--- src/rtl/core/sr90_pkg.sv ---
// Shared types and constants for the slice rotation block.
package sr90_pkg;

  localparam int CFG_IDX_W  = 2;
  localparam int CFG_DATA_W = 10;
  localparam int SW_W       = 10;
  localparam int SH_W       = 8;
  localparam int PIX_W      = 8;

  localparam logic [CFG_IDX_W-1:0] REG_SLICE_WIDTH  = 2'd0;
  localparam logic [CFG_IDX_W-1:0] REG_SLICE_HEIGHT = 2'd1;
  localparam logic [CFG_IDX_W-1:0] REG_ROTATE_DIR   = 2'd2;

  localparam logic OP_LOAD  = 1'b0;
  localparam logic OP_FETCH = 1'b1;

  localparam logic DIR_CW  = 1'b0;
  localparam logic DIR_CCW = 1'b1;

  localparam logic [SW_W-1:0] SLICE_WIDTH_RST  = 10'd512;
  localparam logic [SH_W-1:0] SLICE_HEIGHT_RST = 8'd128;

  typedef enum logic [1:0] {
    ST_EFF,
    ST_BASE,
    ST_LAST,
    ST_RUN
  } state_t;

  typedef struct packed {
    logic calc_eff;
    logic calc_base;
    logic restart;
    logic do_load;
    logic do_fetch;
  } ctrl_t;

  typedef struct packed {
    logic cfg_hit;
    logic room;
  } status_t;

endpackage

--- src/rtl/core/sr90_ctrl.sv ---
// Controller state machine: geometry setup after reset or configuration, then item handling.
module sr90_ctrl (
  input  logic              clk,
  input  logic              rst,
  input  logic              s_tvalid,
  input  logic              s_tuser,
  output logic              s_tready,
  input  sr90_pkg::status_t status,
  output sr90_pkg::ctrl_t   ctrl
);

  sr90_pkg::state_t state;
  sr90_pkg::state_t state_next;
  logic             accept;

  always_ff @(posedge clk) begin
    if (rst) begin
      state <= sr90_pkg::ST_EFF;
    end else begin
      state <= state_next;
    end
  end

  always_comb begin
    state_next = state;
    case (state)
      sr90_pkg::ST_EFF:  state_next = sr90_pkg::ST_BASE;
      sr90_pkg::ST_BASE: state_next = sr90_pkg::ST_LAST;
      sr90_pkg::ST_LAST: state_next = sr90_pkg::ST_RUN;
      sr90_pkg::ST_RUN:  state_next = sr90_pkg::ST_RUN;
      default:           state_next = sr90_pkg::ST_EFF;
    endcase
    if (status.cfg_hit) begin
      state_next = sr90_pkg::ST_EFF;
    end
  end

  assign accept = s_tvalid && s_tready;

  always_comb begin
    s_tready      = 1'b0;
    ctrl.calc_eff  = 1'b0;
    ctrl.calc_base = 1'b0;
    ctrl.restart   = 1'b0;
    case (state)
      sr90_pkg::ST_EFF:  ctrl.calc_eff = 1'b1;
      sr90_pkg::ST_BASE: ctrl.calc_base = 1'b1;
      sr90_pkg::ST_LAST: ctrl.restart = 1'b1;
      sr90_pkg::ST_RUN:  s_tready = status.room;
      default:           s_tready = 1'b0;
    endcase
    ctrl.do_load  = accept && (s_tuser == sr90_pkg::OP_LOAD);
    ctrl.do_fetch = accept && (s_tuser == sr90_pkg::OP_FETCH);
  end

endmodule

--- config.mk ---
export PLATFORM = sky130hd
export DESIGN_NAME = sr90_ctrl
export DESIGN_NICKNAME = d
export VERILOG_FILES = /design/src/rtl/core/sr90_pkg.sv /design/src/rtl/core/sr90_ctrl.sv
export SDC_FILE = /design/constraint.sdc
export NUM_CORES = 1
export LEC_CHECK = 0
export BUFFER_PORTS_ARGS = -buffer_cell sky130_fd_sc_hd__buf_2
export CAP_MARGIN = 20
export CORE_AREA = 8 8 45 47
export DETAILED_ROUTE_END_ITERATION = 10
export DIE_AREA = 0 0 53 55
export HOLD_SLACK_MARGIN = 0.06
export SYNTH_ARGS = -nofsm -noshare
export SYNTH_HDL_FRONTEND = slang
export SYNTH_SLANG_ARGS = --single-unit
--- constraint.sdc ---
create_clock -name clk -period 0.8 [get_ports clk]
set_input_delay 0.12 -clock clk [delete_from_list [all_inputs] [get_ports clk]]
set_output_delay 0.12 -clock clk [all_outputs]
set_load 0.005 [all_outputs]
-- Word-level counts from Yosys, hierarchy flattened
Index checks and enable logic that the tools add are counted.
- register bits after elaboration: 2
- input bits: 6
- output and inout bits: 6
- word-level logic and storage cells: 16
- eq/ne operators: 3
- mux-type cells: 5
- bitwise gates (word level): 1
- reductions and logical operators: 6
- operator list (kind ; count):
    2-bit one-hot mux with 3 select lines ; 1
    2-bit == test (second input constant) ; 2
    1-bit two-way mux ; 4
    2-bit OR reduction ; 2
    1-bit logical AND ; 3
    2-bit by 1-bit == test with 1-bit output (second input constant) ; 1
    2-bit logical NOT ; 1
    1-bit inverter ; 1

-- Logic depth before layout (Yosys ltp)
- depth after elaboration: 4
- mapped depth: 2
- gate-level depth less buffers: 2

-- Least setup slack after synthesis
Ideal clock, no wire load.
- path type: register -> output
- start: register state[1]
- end: output ctrl[0] in the netlist's numbering
- arrival: 578 ps
- required time: 680 ps
- path slack: 102 ps
- stages on the path, launching flop included: 3
- buffers on the path: 0
- cells stage by stage: dfxtp_1 -> nand4_1 -> nor2_1
- RTL lines (item ; line ; RTL):
    from (decl) ; sr90_ctrl.sv:12 ; sr90_pkg::state_t state;
    from (signal assigned) ; sr90_ctrl.sv:18 ; state <= sr90_pkg::ST_EFF;
    from (signal assigned) ; sr90_ctrl.sv:20 ; state <= state_next;
    to (decl) ; sr90_ctrl.sv:9 ; output sr90_pkg::ctrl_t ctrl

==> reports/qor.csv <==
stage,metric,value,unit
logic_synthesis,yosys_warnings,0,
floorplan,fp.dieH,55,µm
timing,grt_setup_unrepaired,yes,
critical_path,r2r_setup_slack,0.13,ns
power,switchingPower,0.0821,mW
clock_tree,cts_tree,yes,
logic_synthesis,synth_xor_area_share,0,%
placed_design,dpl_cell_area,173,µm²
clock_tree,clkSlewWorstSetupHoldPaths,0.03,ns
critical_path,crit_buf_inv,1,
grt,grt_pass1_vias,138,
critical_path,path_depth,3,
run_status,violations,setup timing,
logic_synthesis,synth_top_family_by_area,simple AND/OR/NAND/NOR gates,
timing,period_needed,1.03,ns
floorplan,start_util,7.05,%
final_layout,seqCellArea,47.5,µm²
final_layout,regMostFlops,state,
logic_synthesis,avgSynthCellArea,8.13,µm²
timing,slew-limit-headroom,89.6,%
clock_tree,cts_buffers,3,
clock_tree,cts_sinks,2,
final_layout,fillerInstances,158,
final_layout,reg_top3,state x2,
logic_synthesis,synth-adder-area-share,0,%
route,first_pass_iters,1,
grt,grt_pass1_wl,531,µm
power,clkPwrFrac,59.3,%
hold_path,hp-class,input pin to register,
timing,fmax,967,MHz
timing,maxSlewViolCount,0,
power,pwr-share-comb,11.9,%
final_layout,design_area,229,µm²
logic_synthesis,yosys_register_bits,2,
critical_path,required,0.68,ns
power,internal_power,0.293,mW
floorplan,coreArea,0.00138,mm²
final_layout,antenna_cells,0,
hold_path,min_from,status[1],
grt,grt_max_degree,6,
grt,overflow,0,
power,irDropWorstVdd,197,µV
timing,finalCritPeriodShare,129,%
route,vias_per_cell,3.16,
power,p_per_area,1640,mW/mm²
logic_synthesis,synth_mux_area_share,0,%
critical_path,path_class,register to output port,
critical_path,crit_chain,nand4_1 -> nor2_1 -> buf_2,
floorplan,rows,14,
clock_tree,clk_latency,0.22,ns
hold_path,holdPathEnd,state[0],
critical_path,timing.rr.start,state[0],
power,p_seq_share,28.8,%
route,drtIter0Drc,0,
route,vias,136,
logic_synthesis,yosys.area_share.simple,55.1,%
logic_synthesis,yosysSeqAreaShare,41.0,%
clock_tree,htree_levels,1,
critical_path,max_stage_delay,0.35,ns
final_layout,largest_reg_flops,2,
final_layout,nets,35,
clock_tree,cts.path.max_buffers,2,
logic_synthesis,syn_nets,18,
placed_design,portBuffers,11,
run_status,status,finished with violations,
critical_path,reg2reg_to,state[0],
floorplan,io_pins,12,
logic_synthesis,synthCells,12,
timing,tightest_slew,0.155,ns
final_layout,drive_gt1_share,74.1,%
placed_design,dpl.hpwl,280,µm
route,drtAntennaViolNets,0,
critical_path,slowest_stage,dfxtp_4,
critical_path,endpoint_kind,output port,
route,wire_per_inst,8.74,µm
timing,hold_viol_final,0,
grt,grt.total_usage,3.00,%
timing,clock-skew-final,0.00252,ns
hold_path,hold_depth,2,
route,drc,0,
floorplan,fp.dieW,53,µm
critical_path,reg2regPathDepth,2,
placed_design,place_ws,-0.0201,ns
critical_path,cp_top_family,flip-flops,
logic_synthesis,synth_cell_type_count,9,
final_layout,area_growth,135,%
power,netSwitchingFraction,21.9,%
critical_path,critical_path.startpoint_type,register,
power,total_power,0.375,mW
critical_path,cp.arrival,0.91,ns
clock_tree,postCtsSetupRepairBufs,0,
placed_design,gp_congestion,0.666,
critical_path,crit_fanout,5,
clock_tree,clockRootBuffer,clkbuf_4,
grt,antenna_found_initial,0,
timing,setup_slack,-0.235,ns
floorplan,die_area,0.00292,mm²
power,p_leak,0.112,nW
logic_synthesis,synth_compound_area_share,0,%
final_layout,multi_input_area,63.8,µm²
route,wl,376,µm
job,cap_violations,0,
timing,setup_violations,6,
logic_synthesis,syn_area,97.6,µm²
-- metal layers --
layer  global-route usage (%)  wire [µm]  vias up
met5                        0          0        -
li1                         -          -       71
met1                     2.88        126       53
met4                     5.17          0        0
met2                     2.15        119       12
met3                     3.48        131        0
-- power by group through the flow --
| stage | clock network, mW | logic, mW | registers, mW |
|---|---|---|---|
| floorplan | 0 | 0.0135 | 0.111 |
| finish | 0.222 | 0.0447 | 0.108 |
| global placement | 0 | 0.0388 | 0.111 |
| CTS | 0.244 | 0.0430 | 0.111 |
| detailed placement | 0 | 0.0390 | 0.112 |
| global route | 0.247 | 0.0516 | 0.109 |
-- final cells by class --
cell class	instances	share of cell area (%)
Inverter	1	1.64
Sequential cell	2	20.8
Clock buffer	3	9.84
Timing Repair Buffer	12	31.1
Multi-Input combinational cell	9	27.9
Tap cell	16	8.74
-- cell families after synthesis --
kind of cell,Yosys count
and+or+nand+nor,9
DFF,2
buffers and inverters,1
-- per-stage QoR --
step | std cells | setup TNS (ns) | util [%] | hold WS, ns
6_report | 43 | -1.12 | 16.5 | 0.0811
5_1_grt | 43 | -1.54 | 16.5 | 0.0844
4_1_cts | 43 | -1.11 | 15.0 | 0.0658
3_5_place_dp | 39 | -0.0410 | 12.5 | 0.309
3_3_place_gp | 39 | -0.0172 | 12.5 | 0.313
2_1_floorplan | 12 | 0 | - | 0.189
-- synth_stat cells --
cell | count | area share, %
nor2_1 | 3 | 12
dfxtp_1 | 2 | 41
and3_1 | 1 | 6.4
inv_1 | 1 | 3.8
nand4_1 | 1 | 6.4
nor2b_1 | 1 | 6.4
nor2b_2 | 1 | 9.0
nor3_1 | 1 | 5.1
nor3_2 | 1 | 10
-- how the worst max path moves through the flow --
stage / from / to
2_1_floorplan: state[1] / ctrl[0]
3_3_place_gp: state[1] / ctrl[0]
3_5_place_dp: state[1] / ctrl[0]
4_1_cts: state[0] / ctrl[0]
5_1_grt: state[0] / ctrl[0]
6_report: state[0] / ctrl[1]
-- cell usage in the layout (no fill, tap or decap) --
cell / n
inv_1: 1
buf_2: 10
nand4_1: 1
nor2_1: 3
buf_6: 1
and3_4: 1
nor3_2: 2
nor2b_2: 1
dfxtp_4: 2
clkbuf_4: 3
nor2b_1: 1
dlygate4sd3_1: 1
-- what timing repair did --
item | in CTS | in global routing
setup endpoints to repair | 6 | 7
hold endpoints to repair | 1 | 0
pin swaps | 0 | 1
resized for setup | 2 | 5
hold buffers | 1 | 0
Power figures use the tool's default switching activity.
